`src/rtl/utf8v_pkg.sv`:
```
// shared types and constants of the utf8 input validator
package utf8v_pkg;

    // field widths
    localparam int DATA_W      = 8;
    localparam int MAX_LEN_W   = 16;
    localparam int CFG_INDEX_W = 2;
    localparam int CFG_DATA_W  = 16;
    localparam int CP_W        = 21;

    // register reset values
    localparam logic [MAX_LEN_W-1:0] MAX_LEN_RESET = 16'd1000;
    localparam logic REJECT_NUL_RESET = 1'b1;

    // code point bounds
    localparam logic [CP_W-1:0] CP_MIN_SEQ1  = 21'h000080;
    localparam logic [CP_W-1:0] CP_MIN_SEQ2  = 21'h000800;
    localparam logic [CP_W-1:0] CP_MIN_SEQ3  = 21'h010000;
    localparam logic [CP_W-1:0] CP_MAX       = 21'h10FFFF;
    localparam logic [CP_W-1:0] CP_SURR_LO   = 21'h00D800;
    localparam logic [CP_W-1:0] CP_SURR_HI   = 21'h00DFFF;

    // configuration register indexes
    typedef enum logic [CFG_INDEX_W-1:0] {
        CFG_MAX_LENGTH = 2'd0,
        CFG_REJECT_NUL = 2'd1
    } t_cfg_index;

    // verdict codes
    typedef enum logic [1:0] {
        VERDICT_ACCEPTED  = 2'd0,
        VERDICT_NUL       = 2'd1,
        VERDICT_TOO_LONG  = 2'd2,
        VERDICT_BAD_UTF8  = 2'd3
    } t_verdict;

    // utf8 decoder state carried between bytes
    typedef struct packed {
        logic [1:0]      pending;
        logic [1:0]      seq_len;
        logic [CP_W-1:0] cp;
        logic            err;
    } t_dec_state;

endpackage

```
`src/rtl/utf8v_input_reg.sv`:
```
// input register stage that holds one byte item until the core takes it
module utf8v_input_reg (
    input  logic                         i_clk,
    input  logic                         i_rst_n,
    input  logic                         i_in_valid,
    output logic                         o_in_ready,
    input  logic [utf8v_pkg::DATA_W-1:0] i_data_byte,
    input  logic                         i_last_byte,
    input  logic                         i_take,
    output logic                         o_valid,
    output logic [utf8v_pkg::DATA_W-1:0] o_data_byte,
    output logic                         o_last_byte
);
    import utf8v_pkg::*;

    logic              r_valid;
    logic [DATA_W-1:0] r_byte;
    logic              r_last;

    // free when empty or when the held item moves on this cycle
    assign o_in_ready = !r_valid || i_take;

    // valid flag
    always_ff @(posedge i_clk) begin
        if (!i_rst_n) begin
            r_valid <= 1'b0;
        end else if (o_in_ready) begin
            r_valid <= i_in_valid;
        end
    end

    // payload
    always_ff @(posedge i_clk) begin
        if (o_in_ready && i_in_valid) begin
            r_byte <= i_data_byte;
            r_last <= i_last_byte;
        end
    end

    assign o_valid     = r_valid;
    assign o_data_byte = r_byte;
    assign o_last_byte = r_last;

endmodule

```
`src/rtl/utf8v_decoder.sv`:
```
// next state of the utf8 sequence check for one byte
module utf8v_decoder (
    input  utf8v_pkg::t_dec_state         i_cur,
    input  logic [utf8v_pkg::DATA_W-1:0]  i_byte,
    output utf8v_pkg::t_dec_state         o_next
);
    import utf8v_pkg::*;

    logic [CP_W-1:0] cp_shift;
    logic            cp_bad;

    // code point with this continuation appended
    assign cp_shift = {i_cur.cp[CP_W-7:0], i_byte[5:0]};

    // overlong, out of range or surrogate when the sequence completes
    assign cp_bad = (i_cur.seq_len == 2'd1 && cp_shift < CP_MIN_SEQ1) ||
                    (i_cur.seq_len == 2'd2 && cp_shift < CP_MIN_SEQ2) ||
                    (i_cur.seq_len == 2'd3 && cp_shift < CP_MIN_SEQ3) ||
                    (cp_shift > CP_MAX) ||
                    (cp_shift >= CP_SURR_LO && cp_shift <= CP_SURR_HI);

    always_comb begin
        o_next = i_cur;
        priority if (i_cur.err) begin
            // a fault sticks for the rest of the string
        end else if (i_cur.pending != 2'd0) begin
            if (i_byte[7:6] != 2'b10) begin
                o_next.err = 1'b1;
            end else begin
                o_next.cp      = cp_shift;
                o_next.pending = i_cur.pending - 2'd1;
                if (i_cur.pending == 2'd1) begin
                    o_next.err     = cp_bad;
                    o_next.seq_len = 2'd0;
                    o_next.cp      = '0;
                end
            end
        end else if (!i_byte[7]) begin
            // plain ascii
        end else if (i_byte[7:5] == 3'b110) begin
            if (i_byte[4:0] == 5'd0) begin
                o_next.err = 1'b1;
            end else begin
                o_next.seq_len = 2'd1;
                o_next.pending = 2'd1;
                o_next.cp      = {{(CP_W-5){1'b0}}, i_byte[4:0]};
            end
        end else if (i_byte[7:4] == 4'b1110) begin
            o_next.seq_len = 2'd2;
            o_next.pending = 2'd2;
            o_next.cp      = {{(CP_W-4){1'b0}}, i_byte[3:0]};
        end else if (i_byte[7:3] == 5'b11110) begin
            if (i_byte[2:0] > 3'd4) begin
                o_next.err = 1'b1;
            end else begin
                o_next.seq_len = 2'd3;
                o_next.pending = 2'd3;
                o_next.cp      = {{(CP_W-3){1'b0}}, i_byte[2:0]};
            end
        end else begin
            // stray continuation or lead byte f8 and above
            o_next.err = 1'b1;
        end
    end

endmodule

```
`src/rtl/utf8v_core.sv`:
```
// per-string state, length count, verdict and result register
module utf8v_core #(
    parameter int COUNT_BITS = 16
) (
    input  logic                            i_clk,
    input  logic                            i_rst_n,
    input  logic                            i_valid,
    input  logic [utf8v_pkg::DATA_W-1:0]    i_data_byte,
    input  logic                            i_last_byte,
    output logic                            o_take,
    input  logic [utf8v_pkg::MAX_LEN_W-1:0] i_max_length,
    input  logic                            i_reject_nul,
    output logic                            o_out_valid,
    input  logic                            i_out_ready,
    output logic [1:0]                      o_verdict,
    output logic [COUNT_BITS:0]             o_byte_total
);
    import utf8v_pkg::*;

    localparam int CNT_W = COUNT_BITS + 1;
    localparam int CMP_W = (CNT_W > MAX_LEN_W) ? CNT_W : MAX_LEN_W;
    localparam logic [CNT_W-1:0] COUNT_LIMIT = {1'b1, {COUNT_BITS{1'b0}}};

    t_dec_state       r_dec;
    t_dec_state       dec_next;
    logic             r_nul;
    logic [CNT_W-1:0] r_count;
    logic [CNT_W-1:0] n_count;
    logic             n_nul;
    logic             out_free;
    logic             bad_utf8;
    logic             too_long;
    t_verdict         n_verdict;
    logic             r_out_valid;
    t_verdict         r_verdict;
    logic [CNT_W-1:0] r_total;

    utf8v_decoder u_decoder (
        .i_cur  (r_dec),
        .i_byte (i_data_byte),
        .o_next (dec_next)
    );

    // a final byte waits only for room in the result register
    assign out_free = !r_out_valid || i_out_ready;
    assign o_take   = i_valid && (!i_last_byte || out_free);

    // saturating length and nul tracking
    assign n_count = (r_count == COUNT_LIMIT) ? r_count : r_count + CNT_W'(1);
    assign n_nul   = r_nul || (i_data_byte == '0);

    // verdict in priority order
    assign bad_utf8 = dec_next.err || (dec_next.pending != 2'd0);
    assign too_long = CMP_W'(n_count) > CMP_W'(i_max_length);

    always_comb begin
        priority if (n_nul && i_reject_nul) begin
            n_verdict = VERDICT_NUL;
        end else if (too_long) begin
            n_verdict = VERDICT_TOO_LONG;
        end else if (bad_utf8) begin
            n_verdict = VERDICT_BAD_UTF8;
        end else begin
            n_verdict = VERDICT_ACCEPTED;
        end
    end

    // string state, cleared after each verdict
    always_ff @(posedge i_clk) begin
        if (!i_rst_n) begin
            r_dec   <= '0;
            r_nul   <= 1'b0;
            r_count <= '0;
        end else if (o_take) begin
            if (i_last_byte) begin
                r_dec   <= '0;
                r_nul   <= 1'b0;
                r_count <= '0;
            end else begin
                r_dec   <= dec_next;
                r_nul   <= n_nul;
                r_count <= n_count;
            end
        end
    end

    // result valid flag
    always_ff @(posedge i_clk) begin
        if (!i_rst_n) begin
            r_out_valid <= 1'b0;
        end else if (o_take && i_last_byte) begin
            r_out_valid <= 1'b1;
        end else if (i_out_ready) begin
            r_out_valid <= 1'b0;
        end
    end

    // result payload
    always_ff @(posedge i_clk) begin
        if (o_take && i_last_byte) begin
            r_verdict <= n_verdict;
            r_total   <= n_count;
        end
    end

    assign o_out_valid  = r_out_valid;
    assign o_verdict    = r_verdict;
    assign o_byte_total = r_total;

endmodule

```
`src/rtl/utf8_input_validator.sv`:
```
// top level of the utf8 input validator
// Takes one string byte per item, the final byte flagged by i_last_byte, and gives
// one result item per string: the verdict (nul byte, then too long, then invalid
// utf-8, else accepted) and the byte count, saturating at 2**COUNT_BITS. One byte
// is taken every cycle unless a final byte is held back; a byte passes the input
// register and then the state update in the core, and the result of a string is
// registered when the core takes its final byte. A final byte waits in the input
// register only while the result register holds an earlier result not yet taken.
// Configuration writes take effect at once and are meant to happen between strings.
module utf8_input_validator #(
    parameter int COUNT_BITS = 16
) (
    input  logic                              i_clk,
    input  logic                              i_rst_n,
    input  logic                              i_cfg_we,
    input  logic [utf8v_pkg::CFG_INDEX_W-1:0] i_cfg_index,
    input  logic [utf8v_pkg::CFG_DATA_W-1:0]  i_cfg_data,
    input  logic                              i_in_valid,
    output logic                              o_in_ready,
    input  logic [utf8v_pkg::DATA_W-1:0]      i_data_byte,
    input  logic                              i_last_byte,
    output logic                              o_out_valid,
    input  logic                              i_out_ready,
    output logic [1:0]                        o_verdict,
    output logic [COUNT_BITS:0]               o_byte_total
);
    import utf8v_pkg::*;

    logic [MAX_LEN_W-1:0] r_max_length;
    logic                 r_reject_nul;
    logic                 stg_valid;
    logic [DATA_W-1:0]    stg_byte;
    logic                 stg_last;
    logic                 take;

    // configuration registers
    always_ff @(posedge i_clk) begin
        if (!i_rst_n) begin
            r_max_length <= MAX_LEN_RESET;
            r_reject_nul <= REJECT_NUL_RESET;
        end else if (i_cfg_we) begin
            unique case (i_cfg_index)
                CFG_MAX_LENGTH: r_max_length <= i_cfg_data[MAX_LEN_W-1:0];
                CFG_REJECT_NUL: r_reject_nul <= i_cfg_data[0];
                default: ;
            endcase
        end
    end

    utf8v_input_reg u_input_reg (
        .i_clk       (i_clk),
        .i_rst_n     (i_rst_n),
        .i_in_valid  (i_in_valid),
        .o_in_ready  (o_in_ready),
        .i_data_byte (i_data_byte),
        .i_last_byte (i_last_byte),
        .i_take      (take),
        .o_valid     (stg_valid),
        .o_data_byte (stg_byte),
        .o_last_byte (stg_last)
    );

    utf8v_core #(
        .COUNT_BITS (COUNT_BITS)
    ) u_core (
        .i_clk        (i_clk),
        .i_rst_n      (i_rst_n),
        .i_valid      (stg_valid),
        .i_data_byte  (stg_byte),
        .i_last_byte  (stg_last),
        .o_take       (take),
        .i_max_length (r_max_length),
        .i_reject_nul (r_reject_nul),
        .o_out_valid  (o_out_valid),
        .i_out_ready  (i_out_ready),
        .o_verdict    (o_verdict),
        .o_byte_total (o_byte_total)
    );

    // a final byte is never taken while a result is stuck in the output
    a_no_overwrite: assert property (@(posedge i_clk) disable iff (!i_rst_n)
        (o_out_valid && !i_out_ready) |-> !(take && stg_last))
        else $error("final byte taken over a pending result");

    // a final byte always produces a result next cycle
    a_result_follows: assert property (@(posedge i_clk) disable iff (!i_rst_n)
        (take && stg_last) |=> o_out_valid)
        else $error("result missing after final byte");

    // the byte count of a result is never zero
    a_total_nonzero: assert property (@(posedge i_clk) disable iff (!i_rst_n)
        o_out_valid |-> (o_byte_total != '0))
        else $error("result with zero byte count");

    // the input register only drains into the core
    a_take_needs_item: assert property (@(posedge i_clk) disable iff (!i_rst_n)
        take |-> stg_valid)
        else $error("core took from an empty input register");

endmodule

```
`config.mk`:
```
export PLATFORM = sky130hd
export DESIGN_NAME = utf8_input_validator
export DESIGN_NICKNAME = d
export VERILOG_FILES = /design/src/rtl/utf8v_pkg.sv /design/src/rtl/utf8v_input_reg.sv /design/src/rtl/utf8v_decoder.sv /design/src/rtl/utf8v_core.sv /design/src/rtl/utf8_input_validator.sv
export SDC_FILE = /design/constraint.sdc
export NUM_CORES = 1
export LEC_CHECK = 0
export BUFFER_PORTS_ARGS = -buffer_cell sky130_fd_sc_hd__buf_2
export CAP_MARGIN = 30
export CORE_MARGIN = 3
export CORE_UTILIZATION = 58
export CTS_CLUSTER_DIAMETER = 150
export DETAILED_ROUTE_END_ITERATION = 6
export PLACE_DENSITY = 0.8
export SLEW_MARGIN = 25
export SYNTH_ARGS = -nofsm -noshare
export SYNTH_HDL_FRONTEND = slang
export SYNTH_SLANG_ARGS = --single-unit
```
`constraint.sdc`:
```
create_clock -name i_clk -period 3.1 [get_ports i_clk]
set_input_delay 0.31 -clock i_clk [delete_from_list [all_inputs] [get_ports i_clk]]
set_output_delay 0.31 -clock i_clk [all_outputs]
set_load 0.01 [all_outputs]
```
==> Flow_metrics.wiki <==
{| class="wikitable"
! Metric !! Value
|-
| Quantity of I/O buffers inserted on ports || 52
|-
| Row count || 31
|-
| Primary FF master, synth || dfxtp_1
|-
| Num ports || 53
|-
| Combined area of the multi-input logic cells || 2200 um^2
|-
| Synth Area in Adders || under 10%
|-
| Reg area || 1980 um^2
|-
| Total number of yosys warnings || 0
|-
| Mapped Area || 4370 um^2
|-
| Routed Wire Length || 9.32 mm
|-
| Count of buffer and inverter cells on the critical path || 0
|-
| Clock tree from TritonCTS || yes
|-
| Detailed-placement wirelength estimate || 6.75 mm
|-
| Arrival time of data at the critical path endpoint || 3030 ps
|-
| Xor and xnor fraction of the mapped netlist area || 3.00%
|-
| Critical path's slowest cell || dfxtp_1
|-
| Number of optimization iterations in the first detailed-route pass || 7
|-
| Commonest cells post-synth || 74 x nand2_1, 57 x dfxtp_1, 28 x edfxtp_1, 28 x inv_1, 21 x o21ai_0
|-
| Top Family by Delay on Critical Path || simple AND/OR/NAND/NOR gates
|-
| Worst setup EP type || flip-flop
|-
| Finished Cell Area || 4920 um^2
|-
| Gate Count Post-Synth || between 400 and 500
|-
| Share of cells above drive strength 1 || 18.5%
|-
| Combined global-route utilization of all metal layers || 22.7%
|-
| Power per unit of standard cell area || 415 nW/um^2
|-
| Iteration-0 DRC count of the detailed router || 236
|-
| Number of nets in the layout || 570
|-
| Number of remaining DRC errors || 0
|-
| Maximum number of pins on one net before global-route repair || 62
|-
| Series of cell instances along the critical path || ha_1 -> nand2_1 -> or3_1 -> xnor2_1 -> ha_1 -> nand4_1 -> nor2_1 -> a32oi_1 -> and3b_1 -> a211o_1 -> o21ai_0
|-
| Critical path type || flip-flop to flip-flop
|-
| H-tree depth || 3
|-
| Async SR Flop Fraction || 0%
|-
| Number of cells on the critical path || 11
|-
| Worst-path clk slew || 80 ps
|-
| Peak supply drop || 307 uV
|-
| Horizontal die dimension || 92.8 um
|-
| Synth area leader || dfxtp_1
|-
| Weighted congestion reported at the end of routability-driven placement || 0.897
|-
| Measured slew at the worst slew-check pin || 867 ps
|-
| Highest fanout seen on the critical path || 5
|-
| Clock Tree Root || clkbuf_8
|-
| Syn_nets || approximately 520
|-
| Critical Path Sink || u_core.o_verdict[0]
|-
| Vias in the first global route || 3390
|-
| Height of the die || 92.8 um
|-
| Synthesized area divided by synthesized cell count || 9.36 um^2
|-
| LEAKAGE || 1.97 nW
|-
| Depth of the worst register-to-register path || 11
|-
| # hold bufs at CTS || 0
|-
| Post-DR wirelength/cell || 15.0 um
|-
| Count leader, synth || nand2_1
|-
| Hold Worst Slack || 117 ps
|-
| Worst Clk Skew || around 11 ps
|-
| Vias post-DR || 3557
|-
| Post-synth top area share || 26.1%
|-
| Starting Density || 60.0%
|-
| Worst setup path start || u_core.r_count[0]
|-
| Antenna violations before repair || 0
|-
| Register-to-register path setup slack || 170 ps
|-
| Worst reg2reg endpoint || u_core.o_verdict[0]
|-
| Number of routed nets with antenna violations || 0
|-
| Worst Path Required || 3200 ps
|-
| Total of endpoints with negative setup slack in the final report || 0
|-
| Outcome || complete, no violations
|-
| Minimum clock period || 2930 ps
|-
| Relative slew slack || approximately two fifths
|-
| Synth Area in Compound Gates || 15.3%
|-
| Final TNS setup || 0 ps
|-
| Post-synthesis share of cell area spent on and, or, nand and nor gates || a little over a fifth
|-
| Vias per inst || 5.72
|-
| Dpl cell area || 4710 um^2
|-
| Count of final max-slew check failures || 0
|-
| Global-route wire length before repair || 15.6 mm
|-
| Crit path top cell by count || ha_1
|-
| Combinational family with the most area after synthesis || simple AND/OR/NAND/NOR gates
|-
| Standard cell core area || approximately 7300 um^2
|-
| Top cells by area in the synthesized netlist || dfxtp_1 26%, edfxtp_1 19%, nand2_1 6.4%, ha_1 5.7%, mux2i_1 4.3%
|-
| Cts bufs inserted || 9
|-
| Clock sink total || 85
|-
| Hold Path Stages || 1
|-
| Count of distinct cell types in the synthesized netlist || 60
|-
| Number of enable-type register cells in the synthesized netlist || 28
|-
| Number of filler cells placed in the layout || 610
|-
| Type of element launching the critical path || flip-flop
|-
| Highest attainable clock frequency || 0.341 GHz
|-
| Sequential element share of the synthesized area || 45.3%
|-
| Insertion delay of the later-clocked pin in the worst-skew pair || 360 ps
|-
| Final clock period utilization by the worst path || 94.6%
|-
| Max-cap viol count || 0
|-
| Count of antenna diodes in the layout || 0
|-
| Bufs on Longest Clock Path || 2
|-
| Worst reg2reg path startpoint || u_core.r_count[0]
|-
| Count of state elements after synthesis || 85
|-
| Final hold violations || 0
|-
| HP Class || input port to flip-flop
|-
| Total die area || between 8000 and 9000 um^2
|-
| Power Total || 2.04 mW
|-
| Total overflow reported by the global router || 0
|-
| Delay of the slowest cell on the worst path || 410 ps
|-
| Synthesis-to-layout area growth || 12.5%
|-
| Multiplexer share of the synthesized area || approximately 4.3%
|}
metrics by stage:
step	util (%)	setup WS (ps)	instances
after floorplan	-	393	467
after detailed placement	64.6	127	605
after global routing	67.5	-20.8	622
after global placement	64.6	250	605
final	67.5	169	622
after CTS	66.8	123	621
layout make-up:
class	instances	share of cell area, %
well taps	99	2.52
inverters	28	2.14
repair buffers	64	7.12
clock inverters	4	0.509
multi-input cells	330	44.6
clock buffers	12	2.75
flip-flops and latches	85	40.3
cell usage in the layout (no fill, tap or decap), types with 3 or more instances in the layout:
cell type | Yosys | routed
a21boi_0 | 14 | 14
a21oi_1 | 14 | 14
a22oi_1 | 13 | 13
a31oi_1 | 4 | 4
and2_1 | 7 | 7
buf_2 | 2 | 52
buf_4 | 2 | 12
clkbuf_1 | 16 | 3
clkbuf_8 | 0 | 9
dfxtp_1 | 57 | 56
edfxtp_1 | 28 | 28
ha_1 | 20 | 20
inv_1 | 28 | 27
mux2i_1 | 19 | 19
nand2_1 | 74 | 74
nand2b_1 | 3 | 3
nand3_1 | 16 | 16
nand3b_1 | 3 | 3
nand4_1 | 9 | 9
nor2_1 | 19 | 18
nor2b_1 | 18 | 18
nor4_1 | 6 | 6
nor4b_1 | 4 | 4
o211ai_1 | 7 | 7
o21ai_0 | 21 | 20
o31ai_1 | 3 | 3
or3_1 | 4 | 4
xnor2_1 | 12 | 9
xnor2_2 | 0 | 3
xor2_1 | 3 | 3
cells by family after synthesis:
group                      after synthesis
AOI/OAI and AO/OA                       96
xor gates and xnor gates                15
adders and majority gates               20
buffers and inverters                   52
DFF                                     85
muxes                                   19
and+or+nand+nor                        180
registers in the layout, indices dropped and copies added, names as in the netlist:
register,flops
u_core.r_dec,20
u_core.o_byte_total,17
u_core.r_count,17
r_max_length,16
u_input_reg.o_data_byte,8
u_core.o_verdict,2
r_reject_nul,1
u_core.o_out_valid,1
u_core.r_nul,1
u_input_reg.o_last_byte,1
u_input_reg.o_valid,1
metal layers:
metal / wire [um] / vias up / track usage (%)
met2: 4740 / 93 / 40.0
met4: 209 / 0 / 7.94
met5: 0 / - / 0
met1: 3980 / 1670 / 27.9
met3: 397 / 20 / 4.06
li1: - / 1774 / -
report_power, final:
| group | leakage [nW] | internal, mW | switching (mW) |
|---|---|---|---|
| Clock | 0.0851 | 0.293 | 0.387 |
| Sequential | 0.742 | 1.17 | 0.0224 |
| Combinational | 1.15 | 0.0699 | 0.0944 |
worst min path at each step:
stage / start / end / slack [ps]
finish: i_data_byte[3] / u_input_reg.o_data_byte[3] / 120
global route: i_last_byte / u_input_reg.o_last_byte / 110
CTS: i_data_byte[3] / u_input_reg.o_data_byte[3] / 110
detailed placement: u_core.r_dec[11] / u_core.r_dec[11] / 450
global placement: u_core.r_dec[11] / u_core.r_dec[11] / 440
floorplan: i_data_byte[0] / u_input_reg.o_data_byte[0] / 410
worst reg2reg max path, stage by stage, from the launching register on:
cell and delay [ps]:
dfxtp_1 410, ha_1 200, nand2_1 130, or3_1 400, xnor2_1 330, ha_1 320, nand4_1 110, nor2_1 70
a32oi_1 280, and3b_1 230, a211o_1 100, o21ai_0 70
repair_timing:
action,in CTS,in global routing
endpoints found under the hold margin,0,0
setup buffers,0,1
gates resized for setup,0,9
endpoints found under the setup margin,0,2
(Power assumes the default switching activity.)
